File: config.mk
export PLATFORM = sky130hd
export DESIGN_NAME = epoch_seconds_to_calendar_date_core
export DESIGN_NICKNAME = d
export VERILOG_FILES = /design/src/design/esc_pkg.sv /design/src/design/esc_ctrl.sv /design/src/design/esc_datapath.sv /design/src/design/epoch_seconds_to_calendar_date_core.sv
export SDC_FILE = /design/constraint.sdc
export NUM_CORES = 1
export LEC_CHECK = 0
export BUFFER_PORTS_ARGS = -buffer_cell sky130_fd_sc_hd__buf_4
export CAP_MARGIN = 5
export CORE_MARGIN = 5
export CORE_UTILIZATION = 58
export CTS_CLUSTER_SIZE = 24
export DETAILED_ROUTE_END_ITERATION = 8
export PLACE_DENSITY = 0.79
export REMOVE_ABC_BUFFERS = 1
export SYNTH_ARGS = -nofsm -noshare
export SYNTH_HDL_FRONTEND = slang
export SYNTH_SLANG_ARGS = --single-unit
File: constraint.sdc
create_clock -name aclk -period 6.65 [get_ports aclk]
set_input_delay 1.995 -clock aclk [delete_from_list [all_inputs] [get_ports aclk]]
set_output_delay 1.995 -clock aclk [all_outputs]
set_load 0.005 [all_outputs]
File: src/design/esc_pkg.sv
// Shared types and constants for the epoch seconds to calendar date core.
// Holds the controller/datapath command and status structs and the month table.
// No dependencies.
package esc_pkg;

    localparam int LOCAL_W = 33;

    localparam logic [11:0] EPOCH_YEAR      = 12'd1970;
    localparam logic [11:0] NONLEAP_CENTURY = 12'd2100;
    localparam logic [3:0]  MONTH_LAST      = 4'd11;
    localparam logic [24:0] YEAR_SECS       = 25'd31536000;
    localparam logic [24:0] LEAP_YEAR_SECS  = 25'd31622400;
    localparam logic [21:0] DAY_SECS        = 22'd86400;
    localparam logic [21:0] HOUR_SECS       = 22'd3600;

    // Scaled reciprocals of 675, 225 and 15; exact over the shifted operand ranges
    localparam logic [15:0] DAY_RECIP       = 16'd49711;
    localparam logic [15:0] HOUR_RECIP      = 16'd9321;
    localparam logic [15:0] MIN_RECIP       = 16'd1093;

    typedef enum logic [1:0] {
        SPLIT_DAY  = 2'd0,
        SPLIT_HOUR = 2'd1,
        SPLIT_MIN  = 2'd2
    } split_sel_t;

    typedef struct packed {
        logic       load;
        logic       year_step;
        logic       month_step;
        logic       quot;
        logic       reduce;
        split_sel_t split_sel;
        logic       emit;
    } esc_cmd_t;

    typedef struct packed {
        logic year_done;
        logic month_done;
    } esc_status_t;

    function automatic logic [21:0] month_secs(input logic [3:0] idx, input logic leap);
        logic [21:0] d;
        unique case (idx)
            4'd1:                    d = leap ? 22'd2505600 : 22'd2419200;
            4'd3, 4'd5, 4'd8, 4'd10: d = 22'd2592000;
            default:                 d = 22'd2678400;
        endcase
        return d;
    endfunction

endpackage

File: src/design/esc_ctrl.sv
// Sequencer for the epoch seconds to calendar date core.
// Drives the datapath through year, month and split phases; uses esc_pkg.
module esc_ctrl import esc_pkg::*; (
    input  logic        aclk,
    input  logic        aresetn,
    input  logic        s_valid,
    output logic        s_ready,
    output logic        m_valid,
    input  logic        m_ready,
    input  esc_status_t status,
    output esc_cmd_t    cmd
);

    typedef enum logic [5:0] {
        S_IDLE   = 6'b000001,
        S_YEAR   = 6'b000010,
        S_MONTH  = 6'b000100,
        S_QUOT   = 6'b001000,
        S_REDUCE = 6'b010000,
        S_EMIT   = 6'b100000
    } state_t;

    state_t             state_reg, state_next;
    split_sel_t         sel_reg, sel_next;
    logic               m_valid_reg, m_valid_next;

    always_comb begin
        state_next    = state_reg;
        sel_next      = sel_reg;
        cmd           = '0;
        cmd.split_sel = sel_reg;
        s_ready       = 1'b0;
        unique case (state_reg)
            S_IDLE: begin
                s_ready = 1'b1;
                if (s_valid) begin
                    cmd.load   = 1'b1;
                    state_next = S_YEAR;
                end
            end
            S_YEAR: begin
                if (status.year_done) begin
                    state_next = S_MONTH;
                end else begin
                    cmd.year_step = 1'b1;
                end
            end
            S_MONTH: begin
                if (status.month_done) begin
                    sel_next   = SPLIT_DAY;
                    state_next = S_QUOT;
                end else begin
                    cmd.month_step = 1'b1;
                end
            end
            S_QUOT: begin
                cmd.quot = 1'b1;
                if (sel_reg == SPLIT_MIN) begin
                    state_next = S_EMIT;
                end else begin
                    state_next = S_REDUCE;
                end
            end
            S_REDUCE: begin
                cmd.reduce = 1'b1;
                state_next = S_QUOT;
                if (sel_reg == SPLIT_DAY) begin
                    sel_next = SPLIT_HOUR;
                end else begin
                    sel_next = SPLIT_MIN;
                end
            end
            S_EMIT: begin
                if (!m_valid_reg || m_ready) begin
                    cmd.emit   = 1'b1;
                    state_next = S_IDLE;
                end
            end
            default: begin
                state_next = S_IDLE;
            end
        endcase
    end

    always_comb begin
        m_valid_next = m_valid_reg;
        if (m_ready) begin
            m_valid_next = 1'b0;
        end
        if (cmd.emit) begin
            m_valid_next = 1'b1;
        end
    end

    always_ff @(posedge aclk) begin
        if (!aresetn) begin
            state_reg   <= S_IDLE;
            sel_reg     <= SPLIT_DAY;
            m_valid_reg <= 1'b0;
        end else begin
            state_reg   <= state_next;
            sel_reg     <= sel_next;
            m_valid_reg <= m_valid_next;
        end
    end

    assign m_valid = m_valid_reg;

endmodule

File: src/design/esc_datapath.sv
// Datapath for the epoch seconds to calendar date core: offset add, year and month
// walkers in seconds, reciprocal-multiply day/hour/minute split, result registers. Uses esc_pkg.
module esc_datapath import esc_pkg::*; (
    input  logic               aclk,
    input  logic               aresetn,
    input  logic               cfg_wr_en,
    input  logic signed [16:0] cfg_wr_data,
    input  logic [31:0]        s_epoch_seconds,
    input  esc_cmd_t           cmd,
    output esc_status_t        status,
    output logic [5:0]         m_minute,
    output logic [4:0]         m_hour,
    output logic [4:0]         m_day_of_month,
    output logic [3:0]         m_month_number,
    output logic [11:0]        m_year_number
);

    logic signed [16:0]  offset_reg;
    logic [LOCAL_W-1:0]  work_reg, work_next;
    logic [5:0]          minute_reg, minute_next;
    logic [4:0]          hour_reg, hour_next;
    logic [4:0]          dom_reg, dom_next;
    logic [11:0]         year_reg, year_next;
    logic [3:0]          mon_reg, mon_next;

    logic [5:0]          minute_out_reg;
    logic [4:0]          hour_out_reg;
    logic [4:0]          day_out_reg;
    logic [3:0]          month_out_reg;
    logic [11:0]         year_out_reg;

    logic signed [LOCAL_W:0] local_sum;
    logic [LOCAL_W-1:0]      local_sat;
    logic                    leap;
    logic [24:0]             year_secs;
    logic [21:0]             cur_secs;
    logic [14:0]             mul_a;
    logic [15:0]             mul_b;
    logic [30:0]             mul_p;
    logic [5:0]              quot;
    logic [21:0]             red_secs;

    always_ff @(posedge aclk) begin
        if (!aresetn) begin
            offset_reg <= '0;
        end else if (cfg_wr_en) begin
            offset_reg <= cfg_wr_data;
        end
    end

    assign local_sum = $signed({2'b00, s_epoch_seconds})
                     + (LOCAL_W+1)'(offset_reg);
    assign local_sat = local_sum[LOCAL_W] ? '0 : local_sum[LOCAL_W-1:0];

    assign leap      = (year_reg[1:0] == 2'b00) && (year_reg != NONLEAP_CENTURY);
    assign year_secs = leap ? LEAP_YEAR_SECS : YEAR_SECS;
    assign cur_secs  = month_secs(mon_reg, leap);

    assign status.year_done  = work_reg < LOCAL_W'(year_secs);
    assign status.month_done = (mon_reg == MONTH_LAST) || (work_reg < LOCAL_W'(cur_secs));

    always_comb begin
        unique case (cmd.split_sel)
            SPLIT_DAY: begin
                mul_a = work_reg[21:7];
                mul_b = DAY_RECIP;
            end
            SPLIT_HOUR: begin
                mul_a = {2'b00, work_reg[16:4]};
                mul_b = HOUR_RECIP;
            end
            default: begin
                mul_a = {5'b00000, work_reg[11:2]};
                mul_b = MIN_RECIP;
            end
        endcase
    end

    assign mul_p = 31'(mul_a) * 31'(mul_b);

    always_comb begin
        unique case (cmd.split_sel)
            SPLIT_DAY: begin
                quot     = {1'b0, mul_p[29:25]};
                red_secs = 22'(dom_reg) * DAY_SECS;
            end
            SPLIT_HOUR: begin
                quot     = {1'b0, mul_p[25:21]};
                red_secs = 22'(hour_reg) * HOUR_SECS;
            end
            default: begin
                quot     = mul_p[19:14];
                red_secs = '0;
            end
        endcase
    end

    always_comb begin
        work_next   = work_reg;
        minute_next = minute_reg;
        hour_next   = hour_reg;
        dom_next    = dom_reg;
        year_next   = year_reg;
        mon_next    = mon_reg;
        if (cmd.load) begin
            work_next = local_sat;
            year_next = EPOCH_YEAR;
            mon_next  = '0;
        end
        if (cmd.year_step) begin
            work_next = work_reg - LOCAL_W'(year_secs);
            year_next = year_reg + 12'd1;
        end
        if (cmd.month_step) begin
            work_next = work_reg - LOCAL_W'(cur_secs);
            mon_next  = mon_reg + 4'd1;
        end
        if (cmd.quot) begin
            unique case (cmd.split_sel)
                SPLIT_DAY:  dom_next    = quot[4:0];
                SPLIT_HOUR: hour_next   = quot[4:0];
                default:    minute_next = quot;
            endcase
        end
        if (cmd.reduce) begin
            work_next = work_reg - LOCAL_W'(red_secs);
        end
    end

    always_ff @(posedge aclk) begin
        work_reg   <= work_next;
        minute_reg <= minute_next;
        hour_reg   <= hour_next;
        dom_reg    <= dom_next;
        year_reg   <= year_next;
        mon_reg    <= mon_next;
        if (cmd.emit) begin
            minute_out_reg <= minute_reg;
            hour_out_reg   <= hour_reg;
            day_out_reg    <= dom_reg + 5'd1;
            month_out_reg  <= mon_reg + 4'd1;
            year_out_reg   <= year_reg;
        end
    end

    assign m_minute       = minute_out_reg;
    assign m_hour         = hour_out_reg;
    assign m_day_of_month = day_out_reg;
    assign m_month_number = month_out_reg;
    assign m_year_number  = year_out_reg;

endmodule

File: src/design/epoch_seconds_to_calendar_date_core.sv
// Epoch seconds to local calendar date: top level.
// Instantiates esc_ctrl and esc_datapath; uses esc_pkg.
//
// Usage:
//   The request channel (s_valid/s_ready, s_epoch_seconds) takes an unsigned
//   count of seconds since 1970-01-01 00:00 UTC. The zone offset register
//   (signed seconds, reset 0) is written through cfg_wr_en/cfg_wr_data while
//   the core is idle. Local time below zero saturates to 1970-01-01 00:00.
//   Each request gives one result on the m_ channel: minute, hour, day of
//   month, month and year of local time.
//   After the accept the core walks the years from 1970 (up to 136) and
//   then the months (up to 11), subtracting the seconds of each, splits
//   the rest into day, hour and minute by reciprocal multiplication
//   (quotient and reduce steps in turn) and loads the result register.
//   One request is in work at a time; s_ready is high only when idle.
//   The result register lets a new request start while the previous result
//   waits; if the receiver still stalls when the next result is done, the
//   core holds until the result register frees up.
//   Reset (aresetn low, synchronous) clears the sequencer, the output valid
//   and the zone offset.
module epoch_seconds_to_calendar_date_core import esc_pkg::*; (
    input  logic               aclk,
    input  logic               aresetn,
    input  logic               cfg_wr_en,
    input  logic signed [16:0] cfg_wr_data,
    input  logic               s_valid,
    output logic               s_ready,
    input  logic [31:0]        s_epoch_seconds,
    output logic               m_valid,
    input  logic               m_ready,
    output logic [5:0]         m_minute,
    output logic [4:0]         m_hour,
    output logic [4:0]         m_day_of_month,
    output logic [3:0]         m_month_number,
    output logic [11:0]        m_year_number
);

    esc_cmd_t    cmd;
    esc_status_t status;

    esc_ctrl u_ctrl (
        .aclk    (aclk),
        .aresetn (aresetn),
        .s_valid (s_valid),
        .s_ready (s_ready),
        .m_valid (m_valid),
        .m_ready (m_ready),
        .status  (status),
        .cmd     (cmd)
    );

    esc_datapath u_datapath (
        .aclk            (aclk),
        .aresetn         (aresetn),
        .cfg_wr_en       (cfg_wr_en),
        .cfg_wr_data     (cfg_wr_data),
        .s_epoch_seconds (s_epoch_seconds),
        .cmd             (cmd),
        .status          (status),
        .m_minute        (m_minute),
        .m_hour          (m_hour),
        .m_day_of_month  (m_day_of_month),
        .m_month_number  (m_month_number),
        .m_year_number   (m_year_number)
    );

    a_busy_after_accept: assert property (@(posedge aclk) disable iff (!aresetn)
        (s_valid && s_ready) |=> !s_ready)
        else $error("request accepted while a request is in work");

    a_month_range: assert property (@(posedge aclk) disable iff (!aresetn)
        m_valid |-> (m_month_number != 4'd0) && (m_month_number <= 4'd12))
        else $error("month out of range");

    a_day_range: assert property (@(posedge aclk) disable iff (!aresetn)
        m_valid |-> (m_day_of_month != 5'd0))
        else $error("day of month is zero");

    a_hour_range: assert property (@(posedge aclk) disable iff (!aresetn)
        m_valid |-> (m_hour < 5'd24) && (m_minute < 6'd60))
        else $error("hour or minute out of range");

endmodule
## Yosys cells after proc, flatten, opt, wreduce, memory -nomap -nowiden

Index checks and enable logic that the tools add are counted.

- Bits in registers: 123
- Input port bits: 54
- Output and inout port bits: 34
- Logic and storage cells: 103

- Add/subtract/negate cells: 7
- Reduce and logical (&&, ||, !) cells: 18
- $lt $le $gt $ge: 2
- Equality and inequality tests: 19
- Mux-type cells: 38
- Bitwise gates (word level): 1
- Multipliers: 3

Operators by type and width:

| cell | number |
|---|---|
| 2-to-1 mux 33 bit | 5 |
| one-hot mux 22 bit (2 select lines) | 2 |
| subtractor 33 x 22 -> 33 bit | 2 |
| 2-to-1 mux 18 bit | 2 |
| one-hot mux 6 bit (6 select lines) | 1 |
| adder 33 x 17 -> 34 bit | 1 |
| < comparator 33 x 22 -> 1 bit | 1 |
| < comparator 33 x 25 -> 1 bit | 1 |
| subtractor 33 x 25 -> 33 bit | 1 |
| one-hot mux 16 bit (2 select lines) | 1 |
| multiplier 15 x 16 -> 30 bit | 1 |
| 2-to-1 mux 6 bit | 5 |
| one-hot mux 15 bit (2 select lines) | 1 |
| 2-to-1 mux 12 bit | 2 |
| multiplier 5 x 10 -> 15 bit, second input constant | 1 |
| multiplier 5 x 8 -> 13 bit, second input constant | 1 |
| 2-to-1 mux 1 bit | 13 |
| adder 12 x 1 -> 12 bit, second input constant | 1 |
| equality test 4 bit, second input constant | 3 |
| != test 12 bit, second input constant | 1 |
| one-hot mux 6 bit (2 select lines) | 1 |
| 2-to-1 mux 4 bit | 2 |
| AND reduction 2 bit | 4 |
| nonzero test 2 bit | 4 |
| other kinds (26) | 31 |

## Depth between registers and ports, before layout

- Depth after elaboration: 10
- Depth in mapped cells: 27
- Depth with buffers taken out: 27

## Cells and area by module

Synthesis repeated with hierarchy kept, for this count alone.

- Cells, all modules: 1767
- Area, all modules: 16204.3 µm²

Modules (own cells, without submodules):

| module | area an instance (µm²) | seq. area each (µm²) | times used | cells an instance |
|---|---|---|---|---|
| esc_datapath | 15631.2 | 3193.1 | 1 | 1697 |
| esc_ctrl | 573.0 | 180.2 | 1 | 70 |

## Worst setup path before layout

OpenSTA, ideal clock, no wires.

- Path type: register to register
- Start point: register u_ctrl.sel_reg[1]
- End point: register u_datapath.dom_reg[4] (data pin)
- Arrival: 6.329 ns
- Required time: 6.372 ns
- Buffers on the path: 1
- Cell stages (with the launch flop): 21
- Period minus slack after synthesis: 6.607 ns
- Library setup time: 0.278 ns
- Setup slack: 0.043 ns
- Cells stage by stage: dfxtp_1 -> nor2_1 -> clkbuf_1 -> nand2_1 -> inv_1 -> or2_2 -> fa_1 -> fa_1 -> fa_1 -> fa_1 -> fa_1 -> fa_1 -> ha_1 -> a21o_1 -> a21oi_1 -> o21a_1 -> a31oi_1 -> a22o_1 -> o41ai_1 -> or4_1 -> nand3_1

- Longest elaborated chain between the ends: 4
- Elaborated cells on any way between the ends: 6
- Classes of those cells: mul: 1; eq/ne: 1; mux: 3; reduce/logical: 1

Ends and longest elaborated chain:

| element | line | text |
|---|---|---|
| start: declaration | esc_ctrl.sv:24 | `split_sel_t sel_reg, sel_next;` |
| start signal: assignment | esc_ctrl.sv:102 | `sel_reg <= sel_next;` |
| equality test 2 x 1 -> 1 bit or logical NOT 2 bit (tied branches) | esc_datapath.sv:63, esc_datapath.sv:82 |  |
| one-hot mux 15 bit (2 select lines) or one-hot mux 16 bit (2 select lines) (tied branches) | esc_datapath.sv:63 | `unique case (cmd.split_sel)` |
| multiplier 15 x 16 -> 30 bit | esc_datapath.sv:79 | `assign mul_p = 31'(mul_a) * 31'(mul_b);` |
| one-hot mux 6 bit (2 select lines) * | esc_datapath.sv:82 | `unique case (cmd.split_sel)` |
| net u_datapath.quot[4] | esc_datapath.sv:40 | `logic [5:0] quot;` |
| end signal: assignment | esc_datapath.sv:134 | `dom_reg <= dom_next;` |
| end: declaration | esc_datapath.sv:22 | `logic [4:0] dom_reg, dom_next;` |

Mark *: on every way through the listed nets, which the timed path passes. The rest lies on a longest branch.
A chain may end at the register's enable or synchronous reset.

## Worst setup path after layout

- Start point: register u_ctrl.sel_reg[0]
- End point: register u_datapath.dom_reg[2] (data pin)

Same word-level chain as after synthesis.

==> flow_metrics.py <==
metrics = {
    "routing": {
        "num_vias": 13343,
        "wire_per_inst_um": 18.9,
        "drc_errors": 0,
        "drtPass1Iterations": 6,
        "wirelength_mm": 41.9,
        "via_per_inst": 6.03,
        "antenna_left": 0,
        "drt_iter0_markers": 1049,
    },
    "placement": {
        "placed_cell_area_mm2": 0.0173,
        "portBuffers": 87,
        "gp_congestion": 0.971,
        "dp_hpwl_mm": 33.4,
    },
    "floorplan": {
        "chipWidth_um": 176,
        "die_h_um": 176,
        "start_util_pct": 59.0,
        "ios": 88,
        "core_area_mm2": 0.0270,
        "row_count": 60,
        "dieArea_mm2": 0.0308,
    },
    "job": {
        "drv_cap": 0,
    },
    "synthesis": {
        "yosys.area.top_type_share_pct": 20.4,
        "seq_area_frac_synth_pct": 21.2,
        "syn_area_mm2": 0.0159,
        "synth.area.top_cells": "ha_1, edfxtp_1, fa_1",
        "async_reset_ff_share_pct": 0,
        "syn_inst": 1729,
        "post-synth-top-count-cell": "ha_1",
        "yosys_warnings": 0,
        "synth_area_leader_cell": "ha_1",
        "avgSynthCellArea_um2": 9.19,
        "ys_seq_elements": 121,
        "synthTopCellsByCount": "ha_1, inv_1, nor2_1",
        "synth_edf_count": 95,
        "ys.flop_type": "edfxtp_1",
        "yosys.cell_types.count": 82,
    },
    "power_and_ir_drop": {
        "seqPwrFrac_pct": 11.3,
        "pwr-share-clk_pct": 10.7,
        "switching_share_pct": 49.1,
        "intPower_uw": 4580,
        "combPwrFrac_pct": 78.0,
        "power.density_mw_per_mm2": 496,
        "p_sw_uw": 4420,
        "ir_worst_vdd_mv": 0.950,
        "p_leak_uw": 0.00877,
    },
    "cells_and_area": {
        "nNetsFinal": 2284,
        "nFillCells": 2096,
        "fin_util_pct": 67.4,
        "multi_input_area_mm2": 0.0117,
        "syn_to_final_growth_pct": 14.3,
        "drive_gt1_share_pct": 13.5,
        "largest_reg_flops": 31,
        "finalInstanceArea_mm2": 0.0182,
        "diodes": 0,
        "regArea_mm2": 0.00338,
    },
    "critical_path": {
        "worst-r2r-cell-count": 19,
        "cp.arrival_ns": 6.58,
        "timing.critical_path.to_type": "register",
        "startpoint_type": "register",
        "worstPathMaxFanout": 12,
        "critPathRequiredTime_ns": 6.81,
        "worstSetupPathType": "register to register",
    },
    "global_routing": {
        "grt_pass1_vias": 13321,
        "grt_use_total_pct": 26.8,
        "grt_pass1_wl_mm": 67.1,
        "grt_max_degree": 33,
        "grt_overflow_total": 0,
        "antenna_found_initial": 0,
    },
    "timing": {
        "drv_slew": 0,
        "fin_crit_sh_pct": 96.6,
        "setup_tns_ns": 0,
        "timing.fmax_ghz": 0.156,
        "worstMarginPinSlew_ns": 0.957,
        "finalHoldViolCount": 0,
        "final-setup-viol-count": 0,
        "skew_ns": 0.00896,
        "relSlewSlack_pct": 34.6,
        "period_needed_ns": 6.42,
    },
    "cts": {
        "clk_pin_slew_ns": 0.06,
        "cts.sinks": 121,
        "clk_path_buf_depth": 2,
        "clk_latency_ns": 0.43,
        "hold_buffers": 0,
        "cts_inserted_buffers": 17,
        "cts_tree": "done",
        "cts_root_buf": "clkbuf_16",
        "htree_levels": 4,
    },
    "run_status": {
        "outcome": "finished, final reports clean",
    },
    "hold_path": {
        "hold_path_class": "register to register",
        "hold_path_depth": 0,
    },
}
## worst paths after layout
path	endpoint	start	slack, ns
hold reg to reg	u_datapath.m_minute[0]	u_datapath.minute_reg[0]	0.42
setup reg to reg	u_datapath.dom_reg[2]	u_ctrl.sel_reg[0]	0.23
hold / removal	u_datapath.m_minute[0]	u_datapath.minute_reg[0]	0.42
setup / recovery	u_datapath.dom_reg[2]	u_ctrl.sel_reg[0]	0.23
## layout by cell type (no fill, tap or decap), types with 13 or more instances in the layout
cell,Yosys,final
o21a_1,18,18
nor2b_1,27,25
o211ai_1,13,13
and2_1,28,27
inv_1,239,237
o22ai_1,13,13
a21o_1,43,43
xnor2_1,60,60
a31oi_1,18,17
nand3_1,17,16
ha_1,259,250
nor2_1,118,111
mux2i_1,26,25
nand4_1,16,16
a21oi_1,87,86
clkbuf_16,0,17
nor3_1,27,27
nand2b_1,19,19
buf_4,0,145
nand2_1,117,115
fa_1,111,107
xor2_1,53,53
dfxtp_1,26,24
o21ai_0,72,68
edfxtp_1,95,95
## through the flow
step	total power [uW]	hold WS, ns	cells	setup slack (ns)
4_1_cts	8190	0.419	2213	0.00768
2_1_floorplan	5480	0.400	1692	-0.827
6_report	9000	0.417	2214	0.227
5_1_grt	9900	0.435	2214	-0.0257
3_3_place_gp	6930	0.402	2179	-0.0252
3_5_place_dp	7120	0.405	2179	-0.156
## layout make-up
type	count	share of cell area, %
Tap cell	341	2.35
Multi-Input combinational cell	1331	64.4
Timing Repair Buffer	149	6.34
Inverter	240	4.96
Sequential cell	121	18.6
Clock inverter	15	0.971
Clock buffer	17	2.34
## what timing repair did
item,in CTS,in global routing
pin swaps,1,19
resized for setup,4,51
buffers inserted,2,1
endpoints found under the setup margin,12,15
## routing by layer
layer	vias up	wire length, um	GRT usage, %	share of wire (%)
met5	-	0	0	0
li1	6319	-	-	-
met3	97	3380	4.69	8.1
met2	574	19300	44.0	46
met1	6353	18000	36.9	43
met4	0	1150	7.37	2.7
## cell families after synthesis
group                    synth area share (%)
multiplexers                             2.06
AND/OR/NAND/NOR                          13.2
buffers and inverters                    6.69
flip-flops                               21.2
other                                  0.0472
AO/OA/AOI/OAI                            16.2
adder cells (fa/ha/maj)                  34.4
XOR/XNOR                                 6.23
## worst max-delay path: stages (launching register included)
cell and delay [ns]:
dfxtp_4 0.36, nor2_4 0.17, buf_4 0.23, and2_1 0.26, fa_2 0.51, fa_1 0.54, fa_1 0.52, fa_1 0.52
fa_1 0.52, fa_1 0.61, ha_4 0.24, a21o_1 0.18, a21oi_1 0.21, o21a_1 0.22, a31oi_4 0.11, a22o_1 0.27
o41ai_2 0.23, buf_4 0.19, xor2_1 0.14, o21ai_1 0.11
## power groups by stage
stage               clock network (uW)  logic [uW]  registers [uW]
floorplan                            0        4450            1030
global placement                     0        5900            1030
detailed placement                   0        6080            1030
CTS                                969        6200            1020
global route                      1000        7870            1030
finish                             962        7020            1020
Note: power is estimated with default switching activity, not from simulation.
